`src/rtl/pfp_pkg.sv`:
```
package pfp_pkg;

    localparam int MAX_FRAME_BYTES_DEF = 25;

    localparam logic [7:0] BYTE_OPEN  = 8'h28;
    localparam logic [7:0] BYTE_END   = 8'h22;
    localparam logic [7:0] BYTE_COMMA = 8'h2C;
    localparam logic [7:0] BYTE_PLUS  = 8'h2B;
    localparam logic [7:0] BYTE_MINUS = 8'h2D;
    localparam logic [7:0] BYTE_SPACE = 8'h20;
    localparam logic [7:0] BYTE_TAB   = 8'h09;
    localparam logic [7:0] BYTE_CR    = 8'h0D;
    localparam logic [7:0] BYTE_ZERO  = 8'h30;
    localparam logic [7:0] BYTE_NINE  = 8'h39;

    localparam logic [7:0] LEAD_LEFT     = 8'h6C;
    localparam logic [7:0] LEAD_RIGHT    = 8'h72;
    localparam logic [7:0] LEAD_NONE     = 8'h6E;
    localparam logic [7:0] LEAD_STOP     = 8'h73;
    localparam logic [7:0] LEAD_DISTANCE = 8'h64;

    typedef enum logic [2:0] {
        CODE_LEFT     = 3'd0,
        CODE_RIGHT    = 3'd1,
        CODE_NONE     = 3'd2,
        CODE_STOP     = 3'd3,
        CODE_DISTANCE = 3'd4
    } pos_code_t;

    typedef enum logic [1:0] {
        PHASE_SKIP   = 2'd0,
        PHASE_DIGITS = 2'd1,
        PHASE_STOP   = 2'd2
    } phase_t;

endpackage

```
`src/rtl/position_frame_parser.sv`:
```
// Position frame parser: takes one received serial byte per beat and answers
// every double-quote byte with one result beat carrying the held position
// code and value. A frame opens with '(', its body is split at the first
// comma: the lead byte (l, r, n, s, d) picks the code, the part after the
// comma is parsed as a signed decimal number wrapped to 16 bits. A body longer
// than MAX_FRAME_BYTES is dropped. The block takes one byte every cycle; a
// quote byte's result is registered after the input register. The input
// stalls only while a quote byte waits behind a stalled, full result register.
module position_frame_parser
    import pfp_pkg::*;
#(
    parameter int MAX_FRAME_BYTES = MAX_FRAME_BYTES_DEF
)
(
    input  logic        clk,
    input  logic        rst_n,
    input  logic        in_valid,
    output logic        in_stall,
    input  logic [7:0]  rx_byte,
    output logic        out_valid,
    input  logic        out_stall,
    output logic [2:0]  position_code,
    output logic [15:0] position_value
);

    localparam int CNT_W = $clog2(MAX_FRAME_BYTES + 1);
    localparam logic [CNT_W-1:0] MAX_CNT = CNT_W'(MAX_FRAME_BYTES);

    logic             in_valid_reg, in_valid_next;
    logic [7:0]       in_byte_reg;
    logic             armed_reg, armed_next;
    logic [CNT_W-1:0] count_reg, count_next;
    logic             comma_reg, comma_next;
    logic [7:0]       lead_reg, lead_next;
    logic             lead_present_reg, lead_present_next;
    phase_t           phase_reg, phase_next;
    logic             neg_reg, neg_next;
    logic [15:0]      accum_reg, accum_next;
    pos_code_t        held_code_reg, held_code_next;
    logic [15:0]      held_value_reg, held_value_next;
    logic             out_valid_reg, out_valid_next;

    logic        is_end;
    logic        fire;
    logic        clear_body;
    logic        is_space;
    logic        is_digit;
    logic [15:0] accum_step;

    assign is_end   = (in_byte_reg == BYTE_END);
    assign in_stall = in_valid_reg && is_end && out_valid_reg && out_stall;
    assign fire     = in_valid_reg && !in_stall;

    assign is_space = (in_byte_reg == BYTE_SPACE)
                   || (in_byte_reg >= BYTE_TAB && in_byte_reg <= BYTE_CR);
    assign is_digit = (in_byte_reg >= BYTE_ZERO) && (in_byte_reg <= BYTE_NINE);
    assign accum_step = {accum_reg[12:0], 3'b000} + {accum_reg[14:0], 1'b0}
                      + {12'd0, in_byte_reg[3:0]};

    assign in_valid_next = in_stall ? in_valid_reg : in_valid;

    always_comb
    begin
        armed_next        = armed_reg;
        count_next        = count_reg;
        comma_next        = comma_reg;
        lead_next         = lead_reg;
        lead_present_next = lead_present_reg;
        phase_next        = phase_reg;
        neg_next          = neg_reg;
        accum_next        = accum_reg;
        held_code_next    = held_code_reg;
        held_value_next   = held_value_reg;
        out_valid_next    = out_stall ? out_valid_reg : 1'b0;
        clear_body        = 1'b0;

        if (fire)
        begin
            if (in_byte_reg == BYTE_OPEN)
            begin
                armed_next = 1'b1;
            end
            else if (is_end)
            begin
                if (lead_present_reg)
                begin
                    unique case (lead_reg)
                        LEAD_LEFT:     held_code_next = CODE_LEFT;
                        LEAD_RIGHT:    held_code_next = CODE_RIGHT;
                        LEAD_NONE:     held_code_next = CODE_NONE;
                        LEAD_STOP:     held_code_next = CODE_STOP;
                        LEAD_DISTANCE: held_code_next = CODE_DISTANCE;
                        default:       held_code_next = held_code_reg;
                    endcase
                end
                if (!(lead_present_reg && lead_reg == LEAD_STOP))
                begin
                    if (!comma_reg)
                    begin
                        held_value_next = 16'd0;
                    end
                    else if (neg_reg)
                    begin
                        held_value_next = ~accum_reg + 16'd1;
                    end
                    else
                    begin
                        held_value_next = accum_reg;
                    end
                end
                armed_next     = 1'b0;
                clear_body     = 1'b1;
                out_valid_next = 1'b1;
            end
            else if (armed_reg)
            begin
                if (count_reg >= MAX_CNT)
                begin
                    // drop an overlong body
                    armed_next = 1'b0;
                    clear_body = 1'b1;
                end
                else
                begin
                    if (comma_reg)
                    begin
                        case (phase_reg)
                            PHASE_SKIP:
                            begin
                                if (is_space)
                                begin
                                    phase_next = PHASE_SKIP;
                                end
                                else if (in_byte_reg == BYTE_PLUS
                                      || in_byte_reg == BYTE_MINUS)
                                begin
                                    neg_next   = (in_byte_reg == BYTE_MINUS);
                                    phase_next = PHASE_DIGITS;
                                end
                                else if (is_digit)
                                begin
                                    accum_next = accum_step;
                                    phase_next = PHASE_DIGITS;
                                end
                                else
                                begin
                                    phase_next = PHASE_STOP;
                                end
                            end
                            PHASE_DIGITS:
                            begin
                                if (is_digit)
                                begin
                                    accum_next = accum_step;
                                end
                                else
                                begin
                                    phase_next = PHASE_STOP;
                                end
                            end
                            default:
                            begin
                                phase_next = phase_reg;
                            end
                        endcase
                    end
                    else if (in_byte_reg == BYTE_COMMA)
                    begin
                        comma_next = 1'b1;
                    end
                    else if (count_reg == '0)
                    begin
                        lead_next         = in_byte_reg;
                        lead_present_next = 1'b1;
                    end
                    count_next = count_reg + CNT_W'(1);
                end
            end
        end

        if (clear_body)
        begin
            count_next        = '0;
            comma_next        = 1'b0;
            lead_next         = 8'd0;
            lead_present_next = 1'b0;
            phase_next        = PHASE_SKIP;
            neg_next          = 1'b0;
            accum_next        = 16'd0;
        end
    end

    always_ff @(posedge clk or negedge rst_n)
    begin
        if (!rst_n)
        begin
            in_valid_reg     <= 1'b0;
            armed_reg        <= 1'b0;
            count_reg        <= '0;
            comma_reg        <= 1'b0;
            lead_reg         <= 8'd0;
            lead_present_reg <= 1'b0;
            phase_reg        <= PHASE_SKIP;
            neg_reg          <= 1'b0;
            accum_reg        <= 16'd0;
            held_code_reg    <= CODE_LEFT;
            held_value_reg   <= 16'd0;
            out_valid_reg    <= 1'b0;
        end
        else
        begin
            in_valid_reg     <= in_valid_next;
            armed_reg        <= armed_next;
            count_reg        <= count_next;
            comma_reg        <= comma_next;
            lead_reg         <= lead_next;
            lead_present_reg <= lead_present_next;
            phase_reg        <= phase_next;
            neg_reg          <= neg_next;
            accum_reg        <= accum_next;
            held_code_reg    <= held_code_next;
            held_value_reg   <= held_value_next;
            out_valid_reg    <= out_valid_next;
        end
    end

    always_ff @(posedge clk)
    begin
        if (!in_stall)
        begin
            in_byte_reg <= rx_byte;
        end
    end

    assign out_valid      = out_valid_reg;
    assign position_code  = held_code_reg;
    assign position_value = held_value_reg;

endmodule

```
`config.mk`:
```
export PLATFORM = sky130hd
export DESIGN_NAME = position_frame_parser
export DESIGN_NICKNAME = d
export VERILOG_FILES = /design/src/rtl/pfp_pkg.sv /design/src/rtl/position_frame_parser.sv
export SDC_FILE = /design/constraint.sdc
export NUM_CORES = 1
export LEC_CHECK = 0
export ABC_AREA = 1
export BUFFER_PORTS_ARGS = -buffer_cell sky130_fd_sc_hd__buf_4
export CELL_PAD_IN_SITES_DETAIL_PLACEMENT = 1
export CELL_PAD_IN_SITES_GLOBAL_PLACEMENT = 1
export CORE_ASPECT_RATIO = 2
export CORE_MARGIN = 1.5
export CORE_UTILIZATION = 35
export CTS_CLUSTER_SIZE = 12
export DETAILED_ROUTE_END_ITERATION = 7
export PLACE_DENSITY = 0.76
export SYNTH_ARGS = -nofsm -noshare
export SYNTH_HDL_FRONTEND = slang
export SYNTH_SLANG_ARGS = --single-unit
```
`constraint.sdc`:
```
create_clock -name clk -period 3.3 [get_ports clk]
set_input_delay 0.495 -clock clk [delete_from_list [all_inputs] [get_ports clk]]
set_output_delay 0.495 -clock clk [all_outputs]
set_load 0.05 [all_outputs]
```
# Word level (Yosys, flattened, before mapping)
# Index checks and enable logic that the tools add are counted.
# classes
n_addsub	4
order_cmp	5
n_eq_ne	21
mux	81
bitwise	3
reduce_logical	27
# ops
op	n
16-bit two-way mux	12
8-bit two-way mux	9
8-bit by 6-bit == test with 1-bit output (second input constant)	6
8-bit by 7-bit == test with 1-bit output (second input constant)	5
1-bit two-way mux	40
16-bit case mux with 2 select lines	1
5-bit two-way mux	6
2-bit two-way mux	11
9-bit AND reduction	2
16-bit by 1-bit adder with 16-bit output (second input constant)	1
16-bit adder	1
16-bit by 4-bit adder with 16-bit output	1
16-bit NOT	1
8-bit AND reduction	2
3-bit case mux with 5 select lines	1
2-bit nonzero test	6
5-bit AND reduction	2
3-bit inequality test (second input constant)	3
8-bit by 4-bit greater-or-equal comparator with 1-bit output (second input constant)	1
8-bit by 6-bit greater-or-equal comparator with 1-bit output (second input constant)	1
8-bit by 4-bit <= comparator with 1-bit output (second input constant)	1
8-bit by 6-bit <= comparator with 1-bit output (second input constant)	1
2-bit inequality test (second input constant)	4
1-bit logical AND	7
13 further kinds	16
# word_totals
reg_bits	64
input_bits	12
out_inout_bits	21
elab_cells	154

# Longest topological paths before layout
# depth
depth_word	13
depth_mapped	14

# Worst setup path before layout
# No wires, ideal clock.
# synth_path
path_type	flip-flop to flip-flop
from	register in_byte_reg[3]
to	register accum_reg[10]
setup_ns	0.116
t_arrival_ns	2.178
setup_slack_ns	1.005
path_stages_with_launch	10
synth_period_minus_slack_ns	2.295
path_cell_list	edfxtp_1 > fa_1 > fa_1 > nand3_1 > nand3_1 > a21oi_1 > xor2_1 > nor2_1 > nand2_1 > nand2_1
# synth_via
elab_chain_len	13
word_cells_on_any_way	43
cone_classes	add/sub: 1; order compare: 4; eq/ne: 10; mux: 14; reduce/logical: 14
# synth_lines
item	line_no	text
start: declaration	position_frame_parser.sv:30	logic [7:0] in_byte_reg;
start signal: assignment	position_frame_parser.sv:231	in_byte_reg <= rx_byte;
branches (longest 13 deep; another with 16-bit by 4-bit adder with 16-bit output)	--	
end signal: assignment	position_frame_parser.sv:220	accum_reg <= accum_next;
end: declaration	position_frame_parser.sv:38	logic [15:0] accum_reg, accum_next;
# Several ways; the timed one is not identified. The select of a mux whose other input is x is not followed.
# A chain may end at the register's enable or synchronous reset.

# Final worst setup path
# Ends and elaborated chain as after synthesis.

==> reports/results.tsv <==
stage	metric	value	unit
run_status	status	completed	
final_layout	commonest non-fill, non-tap cells in the layout	nand2_1, nor2_1, inv_1, dfrtp_1, nand3_1	
timing	Tcrit/Tclk final	76.19	%
timing	setup TNS	0	ps
final_layout	Filler Cell Count	1624	
critical_path	Worst path depth	9	
grt	largest net degree at the start of global routing	57	
die	Starting Density	36.12	%
timing	Slew headroom	23.44	%
timing	f_max	0.3977	GHz
cts	hold bufs inserted after CTS	0	
final_layout	share of cells above drive strength 1	11.72	%
detailed_routing	post-route ant nets	0	
placement	dpl hpwl	10440	µm
logic_synthesis	Seq/Total Area, Yosys	35.99	%
run	maxcap violations	0	
placement	DP Worst Slack	782.3	ps
critical_path	CP Class	reg -> reg	
logic_synthesis	synth unique cells	39	
timing	Worst Skew	9.860	ps
cts	Worst-Skew Late Latency	340	ps
logic_synthesis	Mapped Cells	636	
critical_path	CP max stage cell	fa_1	
logic_synthesis	xor and xnor area share after synthesis	3.265	%
detailed_routing	# DRC	0	
critical_path	cell family with most CP delay	adder cells	
logic_synthesis	top cell type's share of synthesized area	30.73	%
logic_synthesis	multiplexer share of the synthesized area	0	%
logic_synthesis	most frequently used flop master after synthesis	dfrtp_1	
detailed_routing	Avg WL per Cell	16.02	µm
critical_path	worst reg2reg path depth	9	
logic_synthesis	asr flop ratio synth	87.50	%
final_layout	fin area	5238	µm²
detailed_routing	TritonRoute pass-1 iters	4	
cts	Max Root-Sink Buffers	2	
critical_path	crit end category	flip-flop	
grt	GRT overflow	0	
critical_path	R2R Setup Slk	790	ps
logic_synthesis	post-synthesis adder-cell area fraction	9.108	%
final_layout	ant diodes	0	
min_path	worst hold path class	in -> async	
cts	CTS Buf Count	9	
critical_path	Buf+Inv Stages, Crit Path	0	
critical_path	Crit path required time	3530	ps
cts	CTS tree	yes	
critical_path	Critical Path Fanout Max	7	
final_layout	nets	713	
logic_synthesis	Yosys reg bits	64	
timing	Worst Tran Pin Value	1138	ps
logic_synthesis	Cell Area, Synth	4561	µm²
logic_synthesis	Ys Warns	0	
logic_synthesis	largest family of logic cells by synthesized area	simple AND/OR/NAND/NOR gates	
timing	RSZ-0062 raised after global routing	no	
logic_synthesis	post-synthesis net count	680	
die	core area	12630	µm²
grt	vias in the first global route	4653	
cts	post-CTS sizing	0	
die	Die W	83.72	µm
power_and_ir_drop	Leak	2.928	nW
grt	GR Util All Layers	20.63	%
cts	clk root buf	clkbuf_16	
critical_path	worst r2r dst	accum_reg[10]	
logic_synthesis	complex-gate fraction of the synthesized area	5.706	%
die	Die Ht	164.4	µm
detailed_routing	routed via count	4225	
critical_path	slowest stage delay, CP	580	ps
critical_path	Startpoint Class	flip-flop	
logic_synthesis	top cells by area, synth	dfrtp_1, nand2_1, ha_1	
cts	Reg clk slew, reported paths	60	ps
placement	Final Wtd Congestion	0.8909	
timing	fin crit period	2514	ps
cts	Post-CTS Setup Inserts	0	
final_layout	Final Util	41.48	%
logic_synthesis	area leader, netlist	dfrtp_1	
timing	Final Worst Setup Slack	785.6	ps
timing	endpoints failing setup	0	
die	die area	13770	µm²
placement	Post-DP Area	4927	µm²
power_and_ir_drop	Pwr per Cell Area	405.9	nW/µm²
power_and_ir_drop	total power	2.126	mW
critical_path	r2r startpoint	in_byte_reg[3]	
logic_synthesis	syn_area_per_cell	7.171	µm²
logic_synthesis	area share of and/or/nand/nor cells after synthesis	37.94	%
final_layout	synthesis-to-layout area growth	14.84	%
die	IO Pins	33	
final_layout	most common cell after layout, fill and taps aside	nand2_1	
grt	first-pass GRT wire length	22290	µm
critical_path	worst path arrival time	2740	ps
cts	H-tree Lvls	3	
critical_path	critical path, cell by cell	fa_1, fa_1, nand3_1, nand3_1, a21oi_1, xor2_1, nor2_1, nand2_1, nand2_1	
detailed_routing	initial DRC count	142	
placement	port bufs	32	
cts	clock sinks	64	
power_and_ir_drop	Peak VDD IR	342.5	µV
grt	initial antenna violation count	0	
detailed_routing	vias per inst	5.127	
detailed_routing	Post-Route WL	13200	µm
logic_synthesis	number of synthesized flops with an enable pin	8	
die	# rows	58	
timing	Final Max Slew Viols	0	
timing	Final Hold Viols	0	
## area by class of cell
class	count	area, µm²	share of cell area, %
clock buffers	13	270.3	5.160
clock inverters	3	40.04	0.7645
inverters	76	287.8	5.495
multi-input cells	484	2555	48.78
flip-flops and latches	64	1642	31.34
well taps	150	187.7	3.583
repair buffers	34	255.2	4.873
## how the worst max path moves through the flow
stage	endpoint	slack, ps	from
2_1_floorplan	accum_reg[10]	1010	in_byte_reg[3]
5_1_grt	accum_reg[14]	600	in_byte_reg[3]
3_5_place_dp	accum_reg[10]	780	in_byte_reg[3]
3_3_place_gp	accum_reg[10]	790	in_byte_reg[3]
6_report	accum_reg[10]	790	in_byte_reg[3]
4_1_cts	accum_reg[10]	760	in_byte_reg[3]
## through the flow
stage                     hold WS [ps]  instances
after floorplan                  199.4        636
after global placement           445.1        808
after detailed placement         457.8        808
after CTS                        238.7        824
after global routing             263.8        824
final                            203.1        824
## synthesized netlist by cell type (3+ instances only)
| master | n |
|---|---|
| a21oi_1 | 14 |
| buf_2 | 4 |
| buf_4 | 3 |
| clkbuf_1 | 3 |
| dfrtp_1 | 56 |
| edfxtp_1 | 8 |
| ha_1 | 30 |
| inv_1 | 69 |
| inv_2 | 6 |
| nand2_1 | 218 |
| nand2_2 | 6 |
| nand2_4 | 3 |
| nand3_1 | 55 |
| nand3_2 | 3 |
| nand3b_1 | 3 |
| nand4_1 | 13 |
| nor2_1 | 73 |
| nor2_8 | 3 |
| nor3_1 | 4 |
| o21ai_0 | 17 |
| o21ai_1 | 7 |
| xnor2_1 | 6 |
| xor2_1 | 11 |
## cells by family after synthesis
family                   after synthesis
XOR/XNOR                              17
adder cells (fa/ha/maj)               32
AO/OA/AOI/OAI                         45
flip-flops                            64
buffers and inverters                 88
AND/OR/NAND/NOR                      390
## report_power, final
part | total [mW] | internal, mW | switching, mW
Clock | 0.989 | 0.644 | 0.345
Sequential | 0.890 | 0.838 | 0.0519
Combinational | 0.247 | 0.0855 | 0.162
## per-layer routing
layer  GRT usage (%)  wire length [µm]  vias to the layer above  part of all wire [%]
met2           42.85              7790                       43                    59
met5               0                 0                        -                     0
met4           10.06               455                        0                   3.4
met1           19.16              4755                     2077                    36
met3           2.449               203                       23                   1.5
li1                -                 -                     2082                     -
Power figures use the tool's default switching activity.
